==> config.mk <==
export PLATFORM = sky130hd
export DESIGN_NAME = fifo_with_delete_by_value
export DESIGN_NICKNAME = d
export VERILOG_FILES = /design/src/design/fifodel_pkg.sv /design/src/design/fifo_with_delete_by_value.sv
export SDC_FILE = /design/constraint.sdc
export NUM_CORES = 1
export LEC_CHECK = 0
export BUFFER_PORTS_ARGS = -buffer_cell sky130_fd_sc_hd__buf_2
export CAP_MARGIN = 20
export CORE_ASPECT_RATIO = 1.2
export CORE_MARGIN = 2
export CORE_UTILIZATION = 50
export DETAILED_ROUTE_END_ITERATION = 8
export PLACE_DENSITY = 0.68
export SYNTH_ARGS = -nofsm -noshare
export SYNTH_HDL_FRONTEND = slang
export SYNTH_SLANG_ARGS = --single-unit
==> constraint.sdc <==
create_clock -name clk -period 5.48 [get_ports clk]
set_input_delay 0.274 -clock clk [delete_from_list [all_inputs] [get_ports clk]]
set_output_delay 0.274 -clock clk [all_outputs]
set_load 0.01 [all_outputs]
==> src/design/fifodel_pkg.sv <==
// fifodel_pkg: shared constants for the FIFO with delete-by-value block.
// Holds request codes, status codes and parameter defaults; no dependencies.
package fifodel_pkg;

  // Parameter defaults
  localparam int DEPTH_DEF    = 16;
  localparam int TAG_BITS_DEF = 32;

  // Fixed port widths
  localparam int ACTION_W = 2;
  localparam int VALUE_W  = 32;
  localparam int STATUS_W = 3;

  // Request codes
  localparam logic [ACTION_W-1:0] ACT_ENQ = 2'd0;
  localparam logic [ACTION_W-1:0] ACT_DEQ = 2'd1;
  localparam logic [ACTION_W-1:0] ACT_DEL = 2'd2;

  // Status codes
  localparam logic [STATUS_W-1:0] ST_OK        = 3'd0;
  localparam logic [STATUS_W-1:0] ST_NULL      = 3'd1;
  localparam logic [STATUS_W-1:0] ST_EMPTY     = 3'd2;
  localparam logic [STATUS_W-1:0] ST_NOT_FOUND = 3'd3;
  localparam logic [STATUS_W-1:0] ST_FULL      = 3'd4;

endpackage

==> src/design/fifo_with_delete_by_value.sv <==
// fifo_with_delete_by_value: ordered tag queue in a ring-buffer memory with
// enqueue, dequeue and delete-first-match. Depends on fifodel_pkg.
//
//   channel  | handshake           | payload
//   ---------+---------------------+------------------------------------------
//   input    | start / busy        | in_action, in_item_value
//   result   | out_valid (strobe)  | out_status, out_item_out, out_count
//
// Enqueue, rejected requests and unused codes: result in the cycle after accept.
// Dequeue: one read of the tag memory, then the result.
// Delete: one entry is read per cycle from the single read port, and entries
// behind the match are moved down by one through the write port.
// Reset (synchronous, rst_n low) empties the queue; memory contents are kept.
// Results are strobed for one cycle; the receiver cannot stall them.
module fifo_with_delete_by_value #(
  parameter int DEPTH    = fifodel_pkg::DEPTH_DEF,
  parameter int TAG_BITS = fifodel_pkg::TAG_BITS_DEF,
  localparam int CW      = $clog2(DEPTH + 1)
) (
  input  logic                              clk,
  input  logic                              rst_n,
  input  logic                              start,
  output logic                              busy,
  input  logic [fifodel_pkg::ACTION_W-1:0]  in_action,
  input  logic [fifodel_pkg::VALUE_W-1:0]   in_item_value,
  output logic                              out_valid,
  output logic [fifodel_pkg::STATUS_W-1:0]  out_status,
  output logic [fifodel_pkg::VALUE_W-1:0]   out_item_out,
  output logic [CW-1:0]                     out_count
);

  localparam int AW = $clog2(DEPTH);
  // stored tag width: tags come in on a 32-bit port
  localparam int TW = (TAG_BITS < fifodel_pkg::VALUE_W) ? TAG_BITS : fifodel_pkg::VALUE_W;

  localparam logic [1:0] S_IDLE = 2'd0;
  localparam logic [1:0] S_DEQ  = 2'd1;
  localparam logic [1:0] S_SCAN = 2'd2;

  // physical slot of a logical position, counted from the head
  function automatic logic [AW-1:0] phys(input logic [AW-1:0] base,
                                         input logic [AW-1:0] off);
    logic [AW:0] sum;
    sum = (AW+1)'(base) + (AW+1)'(off);
    if (sum >= (AW+1)'(DEPTH)) begin
      sum = sum - (AW+1)'(DEPTH);
    end
    return sum[AW-1:0];
  endfunction

  logic [1:0]                         state_r, state_nxt;
  logic [AW-1:0]                      head_r, head_nxt;
  logic [CW-1:0]                      count_r, count_nxt;
  logic [AW-1:0]                      rdj_r, rdj_nxt;
  logic                               found_r, found_nxt;
  logic [TW-1:0]                      tag_r, tag_nxt;
  logic                               out_valid_r, out_valid_nxt;
  logic [fifodel_pkg::STATUS_W-1:0]   out_status_r, out_status_nxt;
  logic [fifodel_pkg::VALUE_W-1:0]    out_item_r, out_item_nxt;

  logic [TW-1:0]  mem [DEPTH];
  logic [TW-1:0]  rd_data_r;
  logic           mem_we;
  logic [AW-1:0]  mem_waddr;
  logic [TW-1:0]  mem_wdata;
  logic [AW-1:0]  mem_raddr;

  logic [TW-1:0]  tag_in;
  logic           hit;
  logic           last;

  assign tag_in = in_item_value[TW-1:0];
  assign hit    = (rd_data_r == tag_r);
  assign last   = ((CW'(rdj_r) + CW'(1)) == count_r);

  // tag memory: one write and one registered read per cycle
  always_ff @(posedge clk) begin
    if (mem_we) begin
      mem[mem_waddr] <= mem_wdata;
    end
    rd_data_r <= mem[mem_raddr];
  end

  // request sequencing and read-modify-write of the queue
  always_comb begin
    state_nxt      = state_r;
    head_nxt       = head_r;
    count_nxt      = count_r;
    rdj_nxt        = rdj_r;
    found_nxt      = found_r;
    tag_nxt        = tag_r;
    out_valid_nxt  = 1'b0;
    out_status_nxt = out_status_r;
    out_item_nxt   = out_item_r;
    mem_we         = 1'b0;
    mem_waddr      = phys(head_r, count_r[AW-1:0]);
    mem_wdata      = tag_in;
    mem_raddr      = head_r;

    unique case (state_r)
      S_IDLE: begin
        if (start) begin
          out_item_nxt = '0;
          unique case (in_action)
            fifodel_pkg::ACT_ENQ: begin
              out_valid_nxt = 1'b1;
              if (tag_in == '0) begin
                out_status_nxt = fifodel_pkg::ST_NULL;
              end else if (count_r == CW'(DEPTH)) begin
                out_status_nxt = fifodel_pkg::ST_FULL;
              end else begin
                mem_we         = 1'b1;
                count_nxt      = count_r + CW'(1);
                out_status_nxt = fifodel_pkg::ST_OK;
              end
            end
            fifodel_pkg::ACT_DEQ: begin
              if (count_r == '0) begin
                out_valid_nxt  = 1'b1;
                out_status_nxt = fifodel_pkg::ST_EMPTY;
              end else begin
                mem_raddr = head_r;
                state_nxt = S_DEQ;
              end
            end
            fifodel_pkg::ACT_DEL: begin
              if (tag_in == '0) begin
                out_valid_nxt  = 1'b1;
                out_status_nxt = fifodel_pkg::ST_NULL;
              end else if (count_r == '0) begin
                out_valid_nxt  = 1'b1;
                out_status_nxt = fifodel_pkg::ST_EMPTY;
              end else begin
                tag_nxt   = tag_in;
                rdj_nxt   = '0;
                found_nxt = 1'b0;
                mem_raddr = head_r;
                state_nxt = S_SCAN;
              end
            end
            default: begin
              // unused code: acknowledged, no change
              out_valid_nxt  = 1'b1;
              out_status_nxt = fifodel_pkg::ST_OK;
            end
          endcase
        end
      end

      S_DEQ: begin
        out_valid_nxt  = 1'b1;
        out_status_nxt = fifodel_pkg::ST_OK;
        out_item_nxt   = fifodel_pkg::VALUE_W'(rd_data_r);
        head_nxt       = phys(head_r, AW'(1));
        count_nxt      = count_r - CW'(1);
        state_nxt      = S_IDLE;
      end

      S_SCAN: begin
        // after the match, each entry moves down one slot
        if (found_r) begin
          mem_we    = 1'b1;
          mem_waddr = phys(head_r, rdj_r - AW'(1));
          mem_wdata = rd_data_r;
        end
        found_nxt = found_r | hit;
        mem_raddr = phys(head_r, rdj_r + AW'(1));
        rdj_nxt   = rdj_r + AW'(1);
        if (last) begin
          out_valid_nxt = 1'b1;
          out_item_nxt  = '0;
          state_nxt     = S_IDLE;
          if (found_r | hit) begin
            out_status_nxt = fifodel_pkg::ST_OK;
            count_nxt      = count_r - CW'(1);
          end else begin
            out_status_nxt = fifodel_pkg::ST_NOT_FOUND;
          end
        end
      end

      default: begin
        state_nxt = S_IDLE;
      end
    endcase
  end

  // control registers
  always_ff @(posedge clk) begin
    if (!rst_n) begin
      state_r     <= S_IDLE;
      head_r      <= '0;
      count_r     <= '0;
      found_r     <= 1'b0;
      rdj_r       <= '0;
      out_valid_r <= 1'b0;
    end else begin
      state_r     <= state_nxt;
      head_r      <= head_nxt;
      count_r     <= count_nxt;
      found_r     <= found_nxt;
      rdj_r       <= rdj_nxt;
      out_valid_r <= out_valid_nxt;
    end
  end

  // payload registers
  always_ff @(posedge clk) begin
    tag_r        <= tag_nxt;
    out_status_r <= out_status_nxt;
    out_item_r   <= out_item_nxt;
  end

  assign busy         = (state_r != S_IDLE);
  assign out_valid    = out_valid_r;
  assign out_status   = out_status_r;
  assign out_item_out = out_item_r;
  assign out_count    = count_r;

`ifndef ASSERT_OFF
  // queue never holds more than DEPTH tags
  a_count_bound: assert property (@(posedge clk) disable iff (!rst_n)
    count_r <= CW'(DEPTH))
    else $error("tag count exceeds depth");

  // a multi-cycle request always ends with its result strobe
  a_busy_end: assert property (@(posedge clk) disable iff (!rst_n)
    ($past(rst_n) && $fell(busy)) |-> out_valid)
    else $error("busy dropped without a result");

  // full is only reported when the queue is full
  a_full_count: assert property (@(posedge clk) disable iff (!rst_n)
    (out_valid && out_status == fifodel_pkg::ST_FULL) |-> out_count == CW'(DEPTH))
    else $error("full status with room left");

  // a returned tag only comes with an ok status
  a_item_ok: assert property (@(posedge clk) disable iff (!rst_n)
    (out_valid && out_item_out != '0) |-> out_status == fifodel_pkg::ST_OK)
    else $error("tag returned on a failed request");

  // a successful delete or dequeue shrinks the queue by one
  a_shrink: assert property (@(posedge clk) disable iff (!rst_n)
    (busy && out_valid_nxt && out_status_nxt == fifodel_pkg::ST_OK)
      |=> out_count == $past(count_r) - CW'(1))
    else $error("removal did not shrink the queue");
`endif

endmodule
==> flow_metrics.env <==
export IMPL_antenna_found_initial=3
export IMPL_grt_ovfl_total=0
export IMPL_synth_top_area_share_pct=69.6
export IMPL_ys_warn_count=0
export IMPL_synth_cell_type_count=50
export IMPL_critPathRequiredTime_ns=5.80
export IMPL_async_flop_share_pct=0
export IMPL_portBuffers=78
export IMPL_cts_max_level=2
export IMPL_finClkSkew_ns=0.0210
export IMPL_place_ws_ns=1.35
export IMPL_ys_seq_area_share_pct=73.5
export IMPL_r2r_slack_ns=1.58
export IMPL_ir_drop_mv=0.220
export IMPL_dp_hpwl_mm=32.4
export IMPL_rows=89
export IMPL_synthCells=1232
export IMPL_cellLeakagePower_uw=0.00994
export IMPL_synthDominantAreaCellType="edfxtp_1"
export IMPL_first_pass_iters=7
export IMPL_initial_core_util_pct=50.7
export IMPL_cts_repair_resized=0
export IMPL_ant_nets=0
export IMPL_ys_ff_latch=628
export IMPL_hold_violations=0
export IMPL_seqPwrFrac_pct=54.0
export IMPL_dieArea_um2=51800
export IMPL_path_max_fanout=23
export IMPL_syn_num_nets=1295
export IMPL_power_density_nw_per_um2=349
export IMPL_fmax_mhz=256
export IMPL_final_min_clock_period_ns=3.90
export IMPL_clk_latency_ns=0.62
export IMPL_routed_wl_mm=52.8
export IMPL_n_antenna_cell=0
export IMPL_crit_type="flop to flop"
export IMPL_slew_violations=0
export IMPL_syn_area_per_cell_um2=20.3
export IMPL_drive_above_1_share_pct=26.5
export IMPL_clockBufferDepth=3
export IMPL_nets=1441
export IMPL_ctsHoldBuffers=32
export IMPL_grt_pass1_wl_mm=79.5
export IMPL_area_growth_pct=14.4
export IMPL_rsz0062_at_grt="no"
export IMPL_cts_reportedPaths_clkPinSlew_ns=0.07
export IMPL_numCtsBuffers=56
export IMPL_cts_tree="built"
export IMPL_wl_per_cell_um=25.6
export IMPL_vias=11997
export IMPL_maxCapViolCount=0
export IMPL_p_clk_share_pct=39.3
export IMPL_critPathLaunchType="flop"
export IMPL_via_per_inst=5.82
export IMPL_drc=0
export IMPL_power_switching_uw=2110
export IMPL_syn_area_um2=25000
export IMPL_cts_root_buf="clkbuf_16"
export IMPL_io_pins=79
export IMPL_crit_arrival_ns=4.22
export IMPL_tightest_slew_ns=0.971
export IMPL_endpoint_kind="flop"
export IMPL_die_h_um=249
export IMPL_grt_start_max_net_pins=82
export IMPL_synth_edff_count=579
export IMPL_grt_usage_pct=20.9
export IMPL_coreArea_um2=49300
export IMPL_run_status="completed"
export IMPL_clock_sinks=628
export IMPL_comb_power_share_pct=6.6
export IMPL_fillCellCount=3553
export IMPL_fin_tns_setup_ns=0
export IMPL_grt_pass1_vias=12405
export IMPL_yosys_top_cells_area="edfxtp_1 (70%), mux4_2 (12%), mux2i_1 (4.2%)"
export IMPL_p_int_uw=7860
export IMPL_fp_dieW_um=208
export IMPL_hp_class="primary input to flop"
export IMPL_layout_setup_ws_ns=1.58
export IMPL_finalSetupViolations=0
export IMPL_synth_main_ff_cell="edfxtp_1"
export IMPL_slew_headroom_pct=35.2
export IMPL_first_iter_violations=943
export IMPL_globalplace_congestion=0.788
export IMPL_postCtsSetupRepairBufs=0
export IMPL_min_period_over_period_pct=71.2
export IMPL_power_switching_share_pct=21.1
critical path, cell delays in order, from the launching register on:
cell and delay (ns):
dfxtp_1 0.39, inv_1 0.09, ha_1 0.37, nand2_2 0.58, buf_4 0.45, mux2i_4 0.50, nand2_1 0.34, nor2_4 0.62
buf_16 0.23
registers in the layout, summed over array words and instances, names as in the netlist:
| register | cells |
|---|---|
| out_status | 3 |
| mem | 512 |
| tag_r | 32 |
| out_valid | 1 |
| head_r | 4 |
| state_r | 2 |
| out_item_out | 32 |
| rd_data_r | 32 |
| found_r | 1 |
| out_count | 5 |
| rdj_r | 4 |
metrics by stage:
stage                     cell area [um^2]  hold slack (ns)  instances  power [uW]  util [%]
after floorplan                      25000            0.373       1232        5920         -
final                                28600           0.0587       2063        9970      58.0
after detailed placement             26300            0.483       1920        6140      53.3
after global placement               26300            0.485       1917        6130      53.2
after global routing                 28600           0.0566       2063       10300      58.0
after CTS                            28500           0.0228       2058       10100      57.7
power groups by stage:
stage               logic, uW  registers, uW  clock network, uW
floorplan                 435           5480                  0
CTS                       675           5380               4000
detailed placement        656           5490                  0
global placement          644           5480                  0
finish                    661           5380               3920
global route              718           5390               4180
area by class of cell:
class                           instances  area, um^2  area share [%]
Clock buffer                           85        1550            5.42
Clock inverter                         21         290            1.02
Timing Repair Buffer                  141        1100            3.83
Multi-Input combinational cell        535        6430            22.5
Inverter                               16        60.1           0.210
Sequential cell                       628       18400            64.2
Tap cell                              637         797            2.79
cell usage in the layout, fill, tap and decap left out, types with 9 or more instances in the layout:
master           n
a21oi_1         14
and2_1          32
buf_12           9
buf_2           78
buf_4           20
clkbuf_1        25
clkbuf_16       56
dfxtp_1         49
dlygate4sd3_1   32
edfxtp_1       579
ha_1            22
inv_1           16
mux2_2          33
mux2i_1        105
mux4_2         128
nand2_1         26
nand3_1         10
nand4_1         11
nor2_1          11
nor2_4           9
nor4_1          12
xnor2_1         42
xor2_1          10
cells by family (layout without fill, tap and decap cells):
group,count (synthesis),in the layout,share of synthesized area (%)
adders and majority gates,26,26,1.42
muxes,268,268,17.4
DFF,628,628,73.5
AOI/OAI and AO/OA,46,46,1.26
xor gates and xnor gates,54,54,1.98
and+or+nand+nor,141,141,3.07
buffers and inverters,69,263,1.44
cells in the mapped netlist, types with 8 or more instances:
cell / count
a21oi_1: 15
and2_1: 32
buf_2: 20
buf_4: 14
clkbuf_1: 13
dfxtp_1: 49
edfxtp_1: 579
ha_1: 22
inv_1: 16
mux2_2: 33
mux2i_1: 106
mux4_2: 128
nand2_1: 27
nand2b_1: 8
nand3_1: 10
nand4_1: 11
nor2_1: 20
nor3_1: 10
nor4_1: 12
xnor2_1: 42
xor2_1: 10
path summary, 6_finish.rpt:
path                    from          to  cells past startpoint
hold / removal         rst_n    rdj_r[3]                      2
hold reg to reg   state_r[1]  state_r[1]                      2
setup / recovery  state_r[0]  mem[9][26]                      8
setup reg to reg  state_r[0]  mem[9][26]                      8
per-layer routing:
metal	vias to the layer above	share of wire (%)	global-route usage [%]
li1	5279	-	-
met1	6282	41	27.9
met2	348	51	35.7
met3	86	5.4	3.42
met4	2	2.5	5.94
met5	-	0.025	0
Note: power is estimated with default switching activity, not from simulation.
